`config.mk`:
```
export PLATFORM = sky130hd
export DESIGN_NAME = p2nn_map
export DESIGN_NICKNAME = d
export VERILOG_FILES = /design/src/rtl/p2nn_pkg.sv /design/src/rtl/p2nn_map.sv
export SDC_FILE = /design/constraint.sdc
export NUM_CORES = 1
export LEC_CHECK = 0
export BUFFER_PORTS_ARGS = -buffer_cell sky130_fd_sc_hd__buf_2
export CORE_MARGIN = 2
export CORE_UTILIZATION = 24
export DETAILED_ROUTE_END_ITERATION = 10
export GPL_ROUTABILITY_DRIVEN = 0
export PLACE_DENSITY = 0.39
export SLEW_MARGIN = 30
export SYNTH_ARGS = -nofsm -noshare
export SYNTH_HDL_FRONTEND = slang
export SYNTH_SLANG_ARGS = --single-unit
```
`constraint.sdc`:
```
create_clock -name vclk -period 28.2
set_input_delay 7.05 -clock vclk [all_inputs]
set_output_delay 7.05 -clock vclk [all_outputs]
set_load 0.1 [all_outputs]
```
`src/rtl/p2nn_pkg.sv`:
```
`default_nettype none

package p2nn_pkg;

	// Width of one RGBA pixel.
	localparam int PIXEL_W = 32;

	// Width of the configuration register index.
	localparam int CFG_INDEX_W = 2;

	// Configuration register indexes.
	typedef enum logic [CFG_INDEX_W-1:0] {
		CFG_SOURCE_WIDTH  = 2'd0,
		CFG_SOURCE_HEIGHT = 2'd1
	} cfg_index_t;

	// Item kinds carried in the input tuser.
	typedef enum logic {
		OP_WRITE = 1'b0,
		OP_READ  = 1'b1
	} op_t;

	// Status of one coordinate from the mapping unit.
	typedef struct packed {
		logic in_source;    // Write coordinate lies inside the source frame.
		logic out_of_range; // Read coordinate lies outside the padded frame.
	} map_ctl_t;

endpackage

`default_nettype wire

```
`src/rtl/p2nn_map.sv`:
```
`default_nettype none

module p2nn_map
	import p2nn_pkg::*;
#(
	parameter int MAX_DIM = 64,
	localparam int COORD_W = $clog2(MAX_DIM),
	localparam int DIM_W = COORD_W + 1,
	localparam int ADDR_W = 2 * COORD_W
) (
	input  wire logic [DIM_W-1:0]   source_width,
	input  wire logic [DIM_W-1:0]   source_height,
	input  wire logic [COORD_W-1:0] coord_x,
	input  wire logic [COORD_W-1:0] coord_y,
	output logic      [DIM_W-1:0]   padded_width,
	output logic      [DIM_W-1:0]   padded_height,
	output logic      [ADDR_W-1:0]  wr_addr,
	output logic      [ADDR_W-1:0]  rd_addr,
	output map_ctl_t                ctl
);

	localparam int LG_W = $clog2(COORD_W + 1);
	localparam int PROD_W = COORD_W + DIM_W;

	logic [DIM_W-1:0]   eff_w, eff_h;
	logic [LG_W-1:0]    lg_w, lg_h;
	logic [PROD_W-1:0]  prod_x, prod_y;
	logic [PROD_W-1:0]  src_x, src_y;
	logic [DIM_W-1:0]   x_ext, y_ext;

	// Saturate the sizes: zero acts as one, anything above the maximum as the maximum.
	always_comb begin
		eff_w = source_width;
		if (source_width == '0) begin
			eff_w = DIM_W'(1);
		end else if (source_width > DIM_W'(MAX_DIM)) begin
			eff_w = DIM_W'(MAX_DIM);
		end
		eff_h = source_height;
		if (source_height == '0) begin
			eff_h = DIM_W'(1);
		end else if (source_height > DIM_W'(MAX_DIM)) begin
			eff_h = DIM_W'(MAX_DIM);
		end
	end

	// Ceiling log2 of each size picks the padded power of two.
	always_comb begin
		lg_w = '0;
		lg_h = '0;
		for (int k = COORD_W; k >= 0; k--) begin
			if ((DIM_W'(1) << k) >= eff_w) begin
				lg_w = LG_W'(k);
			end
			if ((DIM_W'(1) << k) >= eff_h) begin
				lg_h = LG_W'(k);
			end
		end
	end

	assign padded_width  = DIM_W'(1) << lg_w;
	assign padded_height = DIM_W'(1) << lg_h;

	// The source coordinate is floor(x * size / padded), a shift by the padded log2.
	assign prod_x = PROD_W'(coord_x) * PROD_W'(eff_w);
	assign prod_y = PROD_W'(coord_y) * PROD_W'(eff_h);
	assign src_x  = prod_x >> lg_w;
	assign src_y  = prod_y >> lg_h;

	assign rd_addr = {src_y[COORD_W-1:0], src_x[COORD_W-1:0]};
	assign wr_addr = {coord_y, coord_x};

	assign x_ext = DIM_W'(coord_x);
	assign y_ext = DIM_W'(coord_y);

	// Range checks for both item kinds.
	always_comb begin
		ctl.in_source    = (x_ext < eff_w) && (y_ext < eff_h);
		ctl.out_of_range = (x_ext >= padded_width) || (y_ext >= padded_height)
			|| (src_x >= PROD_W'(eff_w)) || (src_y >= PROD_W'(eff_h));
	end

endmodule

`default_nettype wire

```
# ---- Word-level counts from Yosys, hierarchy flattened
# Cells that the tools add are included.
dict set report totals {
  reg_bits 0
  inputBits 26
  out_inout_bits 40
  wordCells 52
}
dict set report op_classes {
  n_mul 2
  order_cmp 22
  shifts 4
  muxes 18
  n_reduce_logical 6
}
# op n
set ops {}
lappend ops {{2-to-1 mux 3 bit} 14}
lappend ops {{2-to-1 mux 7 bit} 4}
lappend ops {{greater-or-equal comparator 13 x 7 -> 1 bit} 2}
lappend ops {{multiplier 6 x 7 -> 13 bit} 2}
lappend ops {{right shift 13 x 3 -> 13 bit} 2}
lappend ops {{greater-or-equal comparator 1 x 7 -> 1 bit (first input constant)} 2}
lappend ops {{greater-or-equal comparator 2 x 7 -> 1 bit (first input constant)} 2}
lappend ops {{greater-or-equal comparator 3 x 7 -> 1 bit (first input constant)} 2}
lappend ops {{greater-or-equal comparator 4 x 7 -> 1 bit (first input constant)} 2}
lappend ops {{greater-or-equal comparator 5 x 7 -> 1 bit (first input constant)} 2}
lappend ops {{greater-or-equal comparator 6 x 7 -> 1 bit} 2}
lappend ops {{greater-or-equal comparator 6 x 7 -> 1 bit (first input constant)} 2}
lappend ops {{greater-or-equal comparator 7 bit (first input constant)} 2}
lappend ops {{greater-than comparator 7 bit (second input constant)} 2}
lappend ops {{logical NOT 7 bit} 2}
lappend ops {{< comparator 6 x 7 -> 1 bit} 2}
lappend ops {{left shift 1 x 3 -> 7 bit (first input constant)} 2}
lappend ops {{logical OR 1 bit} 3}
lappend ops {{logical AND 1 bit} 1}

# ---- Logic depth before layout (Yosys ltp)
# Gate-level depths: netlist of the first run.
dict set report logic_depth {
  word_depth 16
  mapped_depth 28
  mapped_depth_nobuf 27
}

# ---- Worst setup path before layout of the first run
# OpenSTA, ideal clock, no wires.
dict set report synth_timing {
  kind {input port to output port}
  start {input source_height[2]}
  end {output ctl[0] in the netlist's numbering}
  arrival_ns 15.423
  t_required_ns 21.150
  setup_slack_ns 5.727
  path_stages 26
  path_buffers 1
  path_cell_list {or3_1 > clkbuf_1 > nor3_1 > o21a_1 > and2_1 > fa_1 > inv_1 > fa_1 > inv_1 > fa_1 > ha_1 > and3_1 > a2111oi_1 > xnor2_1 > mux2i_1 > nand2_1 > nand2_1 > a222oi_1 > ha_1 > o21ai_0 > o21bai_1 > a211oi_1 > o22ai_1 > nor4_1 > nand4_1 > a2111o_1}
}
# element line_no
set synth_lines {}
lappend synth_lines {{start, declared} p2nn_map.sv:12} ;# input wire logic [DIM_W-1:0] source_height,
lappend synth_lines {{end, declared} p2nn_map.sv:19} ;# output map_ctl_t ctl

==> results of run 1 <==
worst max-delay path by stage:
stage                          start     end  slack, ns  depth (start not counted)
floorplan           source_height[2]  ctl[0]       5.73                         26
global placement    source_height[2]  ctl[0]       6.98                         26
detailed placement  source_height[2]  ctl[0]       6.98                         26
CTS                 source_height[2]  ctl[0]       6.91                         26
global route        source_height[2]  ctl[0]       6.46                         26
finish              source_height[2]  ctl[0]       6.97                         26
metrics by stage:
stage | cells | utilization | power (uW) | hold slack [ns] | setup slack, ns
3_5_place_dp | 962 | 0.268 | 213 | 14.52 | 6.98
6_report | 962 | 0.268 | 214 | 14.52 | 6.97
4_1_cts | 962 | 0.268 | 215 | 14.52 | 6.91
5_1_grt | 962 | 0.268 | 234 | 14.53 | 6.46
2_1_floorplan | 655 | - | 168 | 14.31 | 5.73
3_3_place_gp | 962 | 0.268 | 213 | 14.52 | 6.98
synthesized netlist by cell type, types with 2 or more instances:
cell,count
inv_1,91
ha_1,88
nor2_1,58
and2_1,54
nand2_1,51
fa_1,42
a21oi_1,40
o21ai_0,34
mux2i_1,16
buf_4,14
nor2b_1,14
clkbuf_1,13
and3_1,12
a211oi_1,10
nand2b_1,8
xnor2_1,8
nand3_1,7
a21o_1,6
mux2_2,6
nor3_1,6
nor4_1,5
or3_1,5
a221oi_1,4
buf_2,4
o211ai_1,4
o22ai_1,4
xor2_1,4
a211o_1,3
a22oi_1,3
nor3b_1,3
or2_2,3
or4_1,3
a2111o_1,2
a41oi_1,2
nand4_1,2
o21bai_1,2
o221ai_1,2
o31ai_1,2
cell families (layout without fill, tap and decap cells):
family | count (synthesis) | after routing
xor gates and xnor gates | 12 | 12
buffers and inverters | 123 | 160
muxes | 22 | 22
AOI/OAI and AO/OA | 131 | 131
adders and majority gates | 131 | 131
and+or+nand+nor | 236 | 236
where the power goes:
| part | internal [uW] | leakage (uW) | switching [uW] |
|---|---|---|---|
| Clock | 0 | 0 | 0 |
| Sequential | 0 | 0 | 0 |
| Combinational | 59.1 | 0.00271 | 154 |
| Total | 59.1 | 0.00271 | 154 |
worst max-delay path, cell delays in order:
cell       delay [ns]
buf_2            0.15
or3_1            0.48
nor3_1           0.23
o21a_1           0.28
and2_1           0.19
fa_1             0.40
inv_1            0.09
fa_1             0.39
inv_1            0.09
fa_1             0.41
ha_1             0.37
and3_1           0.17
a2111oi_1        0.56
xnor2_1          0.25
mux2i_1          0.12
mux2_2           0.29
o21ai_0          0.33
ha_1             0.31
a211oi_1         0.20
o21bai_1         0.12
a211oi_1         0.30
o22ai_1          0.13
nor4_1           0.40
nand4_1          0.16
a2111o_1         0.38
buf_2            0.30
routing by layer:
layer,vias up,share of wire,global-route usage
met5,-,0,0
met4,0,0.0024,0.00583
met3,6,0.048,0.00563
met2,98,0.43,0.228
met1,2207,0.52,0.231
li1,2294,-,-
cell type report:
class,instances,area share
tap,270,0.0626
multi-input combinational,532,0.809
timing repair buffer,69,0.0654
inverter,91,0.0633
==> impl_results.md, run 1 <==
* Status: completed
* Crit-path max FO at 8
* Die Span X at 147 um
* Vias at 4605
* Die ar. at 0.0215 mm^2
* DR vias/cell at 4.79
* Post-synthesis area per instance at 7.45 um^2
* Post-synthesis compound-gate area fraction at 0.177
* Hold Path Depth at 2
* First-pass GRT wire length at 25800 um
* Final net count at 850
* Hold WC Path Type: in2out
* Least-Margin Pin Slew at 0.751 ns
* Synth Area in Adders at 0.400
* Setup TNS at 0 ns
* Hold path start: coord_x[0]
* Share of cells above drive strength 1 at 0.124
* Max-cap violation count at 0
* Largest family of logic cells by synthesized area: adder cells
* Pin count of the biggest net entering global routing at 19
* Crit path DAT at 14.18 ns
* Final Hold Viols at 0
* Cells after synthesis at 655
* CP Launch Type: input pin
* WHS Endpoint: wr_addr[0]
* Slew margin rel. at 0.499
* Post-synthesis simple-gate area fraction at 0.248
* Fillers at 2226
* Crit path time final at 21.23 ns
* Most frequent cells in the layout: 91 x inv_1, 88 x ha_1, 66 x buf_2
* Yosys warnings at 0
* Post-CTS Hold Buffers at 0
* TritonRoute pass-1 iters at 5
* Total gr overflow at 0
* I/O pins at 66
* Finished Cell Area at 0.00540 mm^2
* RSZ-0062 raised after global routing: false
* Final HPWL DP at 13100 um
* Dpl cell area at 0.00540 mm^2
* Period utilization at 0.753
* FFs & Latches at 0
* Starting DRC count in detailed routing at 246
* Worst VDD drop at 0.0214 mV
* Critical path type: in2out
* Post-Syn Area at 0.00488 mm^2
* Vias in the first global route at 4719
* Mapped Nets at 811
* Register area at 0 um^2
* CP Data Required Time at 21.15 ns
* Area used by multi-input combinational logic at 0.00437 mm^2
* Setup violations, final at 0
* Area Overhead vs Synth at 10.6%
* Fmax at 0.0471 GHz
* Buffers added on ports at 66
* Die Height at 147 um
* Initial core utilization at 0.243
* GR Util All Layers at 0.145
* DRC viols at 0
* Clkbuf count at 0
* Drt total wl at 15600 um
* Sequential cell area fraction in the yosys report at 0
* Post-DRT Antenna Nets at 0
* P per Cell Area at 39.6 mW/mm^2
* Leading area contributor after synthesis: ha_1
* Initial antenna violation count at 0
* LEAKAGE at 0.00271 uW
* Core box area at 0.0201 mm^2
* XOR/XNOR share of the synthesized area at 0.0215
* Slew Limit Fails at 0
* Antenna diode count at 0
* Most common cell after layout, fill and taps aside: inv_1
* Crit. End Element: output pin
* Setup bufs post-CTS at 0
* Top area cells in the synthesized netlist: ha_1 23%, fa_1 17%, inv_1 7.0%
* Cell Rows at 52
* Mux cell area share after synthesis at 0.0467
* Post-synthesis cell type count at 58
* Wire per inst at 16.2 um
* CTS-repair resized insts at 0
* Yosys top cell area share at 0.226
(Power assumes the default switching activity.)
==> inputs of run 2 (changes only) <==
--- a/config.mk
+++ b/config.mk
@@ -5,12 +5,13 @@
 export SDC_FILE = /design/constraint.sdc
 export NUM_CORES = 1
 export LEC_CHECK = 0
+export ABC_AREA = 1
 export BUFFER_PORTS_ARGS = -buffer_cell sky130_fd_sc_hd__buf_2
 export CORE_MARGIN = 2
 export CORE_UTILIZATION = 24
 export DETAILED_ROUTE_END_ITERATION = 10
 export GPL_ROUTABILITY_DRIVEN = 0
-export PLACE_DENSITY = 0.39
+export PLACE_DENSITY = 0.4
 export SLEW_MARGIN = 30
 export SYNTH_ARGS = -nofsm -noshare
 export SYNTH_HDL_FRONTEND = slang
==> constraint.sdc (replaced) <==
create_clock -name vclk -period 18.6
set_input_delay 4.65 -clock vclk [all_inputs]
set_output_delay 4.65 -clock vclk [all_outputs]
set_load 0.1 [all_outputs]
==> run 2 against run 1 <==
  * Critical path depth up 10
  * Area after synthesis up 0.36%
  * Setup slack worse by 3.7 ns
  * Sequential cell count unchanged
  * Critical path type unchanged
  * Critical endpoint unchanged
  * Largest cell class unchanged
==> impl_results.md, run 2 <==
* Status: completed (unchanged)
* Setup TNS at 0 ns (unchanged)
* Die Height at 147 um (about the same)
* Pin count of the biggest net entering global routing at 21 (was 19)
* Pre-CTS WS at 3.20 ns (was 6.98 ns)
* Cells after synthesis at 748 (was 655)
* Final HPWL DP at 13500 um (was 13100 um)
* Mapped Nets at 904 (was 811)
* Post-Syn Area at 0.00490 mm^2 (was 0.00488 mm^2)
* Switch Pwr at 244 uW (was 154 uW)
* Initial antenna violation count at 0 (unchanged)
* Clkbuf count at 0 (unchanged)
* Final Hold Viols at 0 (unchanged)
* Fin worst setup slack at 3.31 ns (was 6.97 ns)
* Starting DRC count in detailed routing at 189 (was 246)
* Yosys top cell area share at 0.225 (was 0.226)
* Flop pwr share at 0 (about the same)
* GR Util met2 at 0.250 (was 0.228)
* Crit path DAT at 10.64 ns (was 14.18 ns)
* TritonRoute pass-1 iters at 5 (unchanged)
* Post-synthesis area per instance at 6.55 um^2 (was 7.45 um^2)
* Combinational power share at 1.000 (about the same)
* Share of cells above drive strength 1 at 0.134 (was 0.124)
* Post-DRT Antenna Nets at 0 (unchanged)
* Setup violations, final at 0 (unchanged)
* Final net count at 951 (was 850)
* Vias in the first global route at 4830 (was 4719)
* Dpl cell area at 0.00541 mm^2 (was 0.00540 mm^2)
* Crit-path max FO at 13 (was 8)
* LEAKAGE at 0.00306 uW (was 0.00271 uW)
* Crit-path slowest cell: fa_1 (was a2111oi_1)
* Fin cells at 1063 (was 962)
* Yosys warnings at 0 (unchanged)
* Initial core utilization at 0.244 (was 0.243)
* Slew Limit Fails at 0 (unchanged)
* Post-synthesis cell type count at 45 (was 58)
* Core box area at 0.0201 mm^2 (unchanged)
* Period utilization at 0.822
* GRT busiest layer: met2 (was met1)
* WHS Endpoint: wr_addr[0] (unchanged)
* Cell Rows at 52 (unchanged)
* GR Util All Layers at 0.146 (was 0.145)
* Leading area contributor after synthesis: ha_1 (unchanged)
* Cell mode on critical path: nand3_1 (was fa_1)
* P per Cell Area at 60.6 mW/mm^2 (was 39.6 mW/mm^2)
* Finished Cell Area at 0.00541 mm^2 (was 0.00540 mm^2)
* Clock power frac at 0 (about the same)
* Commonest cells post-synth: 150 x inv_1, 133 x nand2_1, 104 x nor2_1 (was 91 x inv_1, 88 x ha_1, 58 x nor2_1)
* Wire per inst at 14.6 um (was 16.2 um)
* Buffers added on ports at 66 (unchanged)
* Int Power at 84.1 uW (was 59.1 uW)
* CP Launch Type: input pin (unchanged)
* Fillers at 2302 (was 2226)
* Worst VDD drop at 0.0361 mV (was 0.0214 mV)
* Crit path time final at 15.29 ns
* CP Data Required Time at 13.95 ns (was 21.15 ns)
* Slew margin rel. at 0.649 (was 0.499)
* Fmax at 0.0654 GHz
* First-pass GRT wire length at 25600 um (was 25800 um)
* Hold path start: coord_x[0] (unchanged)
* DR vias/cell at 4.38 (was 4.79)
* Sequential cell area fraction in the yosys report at 0 (unchanged)
* Met1 Usage GRT at 0.216 (was 0.231)
* Die Span X at 147 um (about the same)
* Placed Cells at 1063 (was 962)
* DRC viols at 0 (unchanged)
* Antenna diode count at 0 (unchanged)
* Hold Path Depth at 2 (unchanged)
* Critical path type: in2out (unchanged)
* Hold WC Path Type: in2out (unchanged)
* Least-Margin Pin Slew at 0.525 ns (was 0.751 ns)
* Most frequent cells in the layout: 150 x inv_1, 133 x nand2_1, 104 x nor2_1 (was 91 x inv_1, 88 x ha_1, 66 x buf_2)
* Register area at 0 um^2 (unchanged)
* Top area cells in the synthesized netlist: ha_1 22%, fa_1 17%, inv_1 11% (was ha_1 23%, fa_1 17%, inv_1 7.0%)
* Vias at 4659 (was 4605)
* Total gr overflow at 0 (unchanged)
* RSZ-0062 raised after global routing: false (unchanged)
* Most common cell after layout, fill and taps aside: inv_1 (unchanged)
* Area Overhead vs Synth at 10.4% (was 10.6%)
* Post-CTS Hold Buffers at 0 (unchanged)
* Max-cap violation count at 0 (unchanged)
* Drt total wl at 15500 um (was 15600 um)
* Die ar. at 0.0216 mm^2 (was 0.0215 mm^2)
* CTS-repair resized insts at 0 (unchanged)
* Met3 Usage GRT at 0.00311 (was 0.00563)
* Setup bufs post-CTS at 0 (unchanged)
* I/O pins at 66 (unchanged)
* Switch share at 0.744 (was 0.723)
* Crit. End Element: output pin (unchanged)
* Most numerous cell in the Yosys netlist: inv_1 (unchanged)
* Crit path largest cell delay at 0.54 ns (was 0.56 ns)
* FFs & Latches at 0 (unchanged)
run 2: cell types whose count changed after synthesis, moves of 10 or more:
cell,delta
and2_1,-54
and3_1,-12
clkbuf_1,-11
inv_1,+59
mux2i_1,-16
nand2_1,+82
nand2_2,+10
nand3_1,+39
nor2_1,+46
nor2b_1,-14
o21ai_0,-10
run 2: cells by family after synthesis:
kind of cell	count (synthesis)	share of synthesized area
AND/OR/NAND/NOR	330	0.306
buffers and inverters	181	0.158
adder cells (fa/ha/maj)	130	0.397
AO/OA/AOI/OAI	92	0.113
XOR/XNOR	15	0.0268
run 2: worst max-delay path: cells and delay by family:
family / cells / cell delay, ns
simple gates: 15 / 1.26
compound gates: 8 / 1.28
fa+ha+maj: 5 / 2.25
xor+xnor: 1 / 0.20
buf+inv: 7 / 0.96
run 2: power by group through the flow:
stage          clock [uW]  sequential (uW)  combinational, uW
2_1_floorplan           0                0                262
3_3_place_gp            0                0                332
3_5_place_dp            0                0                329
4_1_cts                 0                0                331
5_1_grt                 0                0                363
6_report                0                0                328
run 2: cell type report:
cell class	instances	area, um^2	share of cell area
Inverter	160	616	0.114
Multi-Input combinational cell	567	4130	0.763
Timing Repair Buffer	66	330	0.0611
Tap cell	270	338	0.0625
run 2: how the worst max path moves through the flow:
stage | start | to
3_5_place_dp | source_width[6] | ctl[0]
5_1_grt | source_width[6] | ctl[0]
6_report | source_width[6] | ctl[0]
3_3_place_gp | source_width[6] | ctl[0]
2_1_floorplan | source_height[3] | ctl[0]
4_1_cts | source_width[6] | ctl[0]
run 2: per-layer routing:
layer,vias to the layer above,part of all wire
met1,2136,0.52
met4,0,0.0039
met3,4,0.023
met5,-,0
met2,74,0.45
li1,2445,-
run 2: metrics by stage:
stage          utilization  hold WS (ns)  power [uW]
2_1_floorplan            -          9.51         262
3_3_place_gp         0.269          9.72         332
3_5_place_dp         0.269          9.72         329
4_1_cts              0.269          9.72         331
5_1_grt              0.269          9.73         363
6_report             0.269          9.72         328
==> inputs of run 3 (changes only) <==
--- a/config.mk
+++ b/config.mk
@@ -5,7 +5,7 @@
 export SDC_FILE = /design/constraint.sdc
 export NUM_CORES = 1
 export LEC_CHECK = 0
-export ABC_AREA = 1
+export ABC_AREA = 0
 export BUFFER_PORTS_ARGS = -buffer_cell sky130_fd_sc_hd__buf_2
 export CORE_MARGIN = 2
 export CORE_UTILIZATION = 24
==> constraint.sdc (replaced) <==
create_clock -name vclk -period 12.58
set_input_delay 3.145 -clock vclk [all_inputs]
set_output_delay 3.145 -clock vclk [all_outputs]
set_load 0.1 [all_outputs]
==> run 3 against run 2 <==
  * Non-clock buffer count increased by 41
  * Sequential cell count stayed put
  * Design area rose by 7.6%
  * Critical path depth fell by 9
  * Critical path type unchanged
  * Critical endpoint unchanged
  * Highest routed layer unchanged
==> impl_results.md, run 3 (synthesis results as in run 1) <==
* Hold WC Path Type: in2out (unchanged)
* Clkbuf count at 0 (unchanged)
* Setup violations, final at 0 (unchanged)
* Cell mode on critical path: fa_1 (was nand3_1)
* Final net count at 888 (was 951)
* Drt total wl at 16100 um (was 15500 um)
* Status: completed (unchanged)
* Slew margin rel. at 0.530 (was 0.649)
* Buffers added on ports at 66 (unchanged)
* TritonRoute pass-1 iters at 5 (unchanged)
* Share of cells above drive strength 1 at 0.197 (was 0.134)
* Fmax at 0.0816 GHz
* Area used by multi-input combinational logic at 0.00449 mm^2 (was 0.00413 mm^2)
* Crit-path max FO at 6 (was 13)
* Period utilization at 0.974
* Least-Margin Pin Slew at 0.706 ns (was 0.525 ns)
* CP Data Required Time at 9.43 ns (was 13.95 ns)
* Crit path time final at 12.26 ns
* Critical path type: in2out (unchanged)
* Hold slack at 6.71 ns (was 9.72 ns)
* Max-cap violation count at 0 (unchanged)
* LEAKAGE at 0.00291 uW (was 0.00306 uW)
* Crit path DAT at 9.11 ns (was 10.64 ns)
* Die Span X at 147 um (about the same)
* DR vias/cell at 4.72 (was 4.38)
* Setup TNS at 0 ns (unchanged)
* Register area at 0 um^2 (unchanged)
* Most common cell after layout, fill and taps aside: inv_1 (unchanged)
* Final HPWL DP at 13600 um (was 13500 um)
* Vias at 4717 (was 4659)
* Dpl cell area at 0.00572 mm^2 (was 0.00541 mm^2)
* GR Util All Layers at 0.148 (was 0.146)
* CP Launch Type: input pin (unchanged)
* Crit-path slowest cell: fa_1 (unchanged)
* Initial antenna violation count at 0 (unchanged)
* Starting DRC count in detailed routing at 297 (was 189)
* Crit path largest cell delay at 0.55 ns (was 0.54 ns)
* DRC viols at 0 (unchanged)
* First-pass GRT wire length at 26000 um (was 25600 um)
* Wire per inst at 16.1 um (was 14.6 um)
* Cell Rows at 52 (unchanged)
* Finished Cell Area at 0.00582 mm^2 (was 0.00541 mm^2)
* Antenna diode count at 0 (unchanged)
* Crit. End Element: output pin (unchanged)
* Most frequent cells in the layout: 90 x inv_1, 84 x ha_1, 63 x buf_2 (was 150 x inv_1, 133 x nand2_1, 104 x nor2_1)
* Die ar. at 0.0215 mm^2 (was 0.0216 mm^2)
* Kind of cell adding the most delay to the critical path: adder cells (unchanged)
* Worst VDD drop at 0.0437 mV (was 0.0361 mV)
* FFs & Latches at 0 (unchanged)
* P per Cell Area at 90.1 mW/mm^2 (was 60.6 mW/mm^2)
* I/O pins at 66 (unchanged)
* Post-DRT Antenna Nets at 0 (unchanged)
* Total gr overflow at 0 (unchanged)
* Fillers at 2154 (was 2302)
* Die Height at 147 um (about the same)
* Core box area at 0.0201 mm^2 (unchanged)
* Vias in the first global route at 4741 (was 4830)
* Buf/Inv on CP at 5 (was 7)
* Pin count of the biggest net entering global routing at 18 (was 21)
* Area Overhead vs Synth at 19.2% (was 10.4%)
* Initial core utilization at 0.243 (was 0.244)
* Final Hold Viols at 0 (unchanged)
* Slew Limit Fails at 0 (unchanged)
-- run 3: cell types whose count changed in the layout (fill, tap and decap cells not counted), sizes merged, moves of 14 or more --
cell	previous run	this run
nand2	154	51
inv	158	90
nor2b	0	14
buf	66	105
and2	0	55
nand3	48	7
mux2i	0	16
nor2	108	59
-- run 3: worst paths after layout --
check                            from         end  slack [ns]  cells past startpoint
worst max-delay path  source_width[3]      ctl[0]        0.32                     27
worst min-delay path       coord_x[0]  wr_addr[0]        6.71                      2
-- run 3: repair_timing --
item | 4_1_cts | 5_1_grt
buffers inserted | 0 | 4
gates resized for setup | 1 | 16
setup endpoints to repair | 1 | 1
pin swaps | 0 | 4
hold buffers | 0 | 0
-- run 3: layer usage --
metal / vias up / track usage / wire (um) / share of wire
met5: - / 0 / 0 / 0
met3: 2 / 0.00844 / 482 / 0.030
met1: 2275 / 0.227 / 8440 / 0.53
met4: 0 / 0.00777 / 25 / 0.0016
li1: 2360 / - / - / -
met2: 80 / 0.237 / 7110 / 0.44
-- run 3: per-stage QoR --
stage | power [uW] | utilization | worst slack [ns] | instances
finish | 524 | 0.289 | 0.325 | 1000
global route | 573 | 0.289 | -0.0301 | 1000
CTS | 515 | 0.285 | 0.0462 | 996
detailed placement | 511 | 0.285 | 0.0154 | 996
global placement | 511 | 0.285 | 0.0863 | 996
floorplan | 385 | - | -1.43 | 655
-- run 3: final cells by class --
| type | count | share of cell area |
|---|---|---|
| inverters | 91 | 0.0594 |
| multi-input cells | 532 | 0.771 |
| well taps | 270 | 0.0581 |
| repair buffers | 107 | 0.112 |
-- run 3: power by group --
group	switching, uW	leakage [uW]	total, uW	internal, uW
combinational	358	0.00291	524	166
sequential	0	0	0	0
clock	0	0	0	0
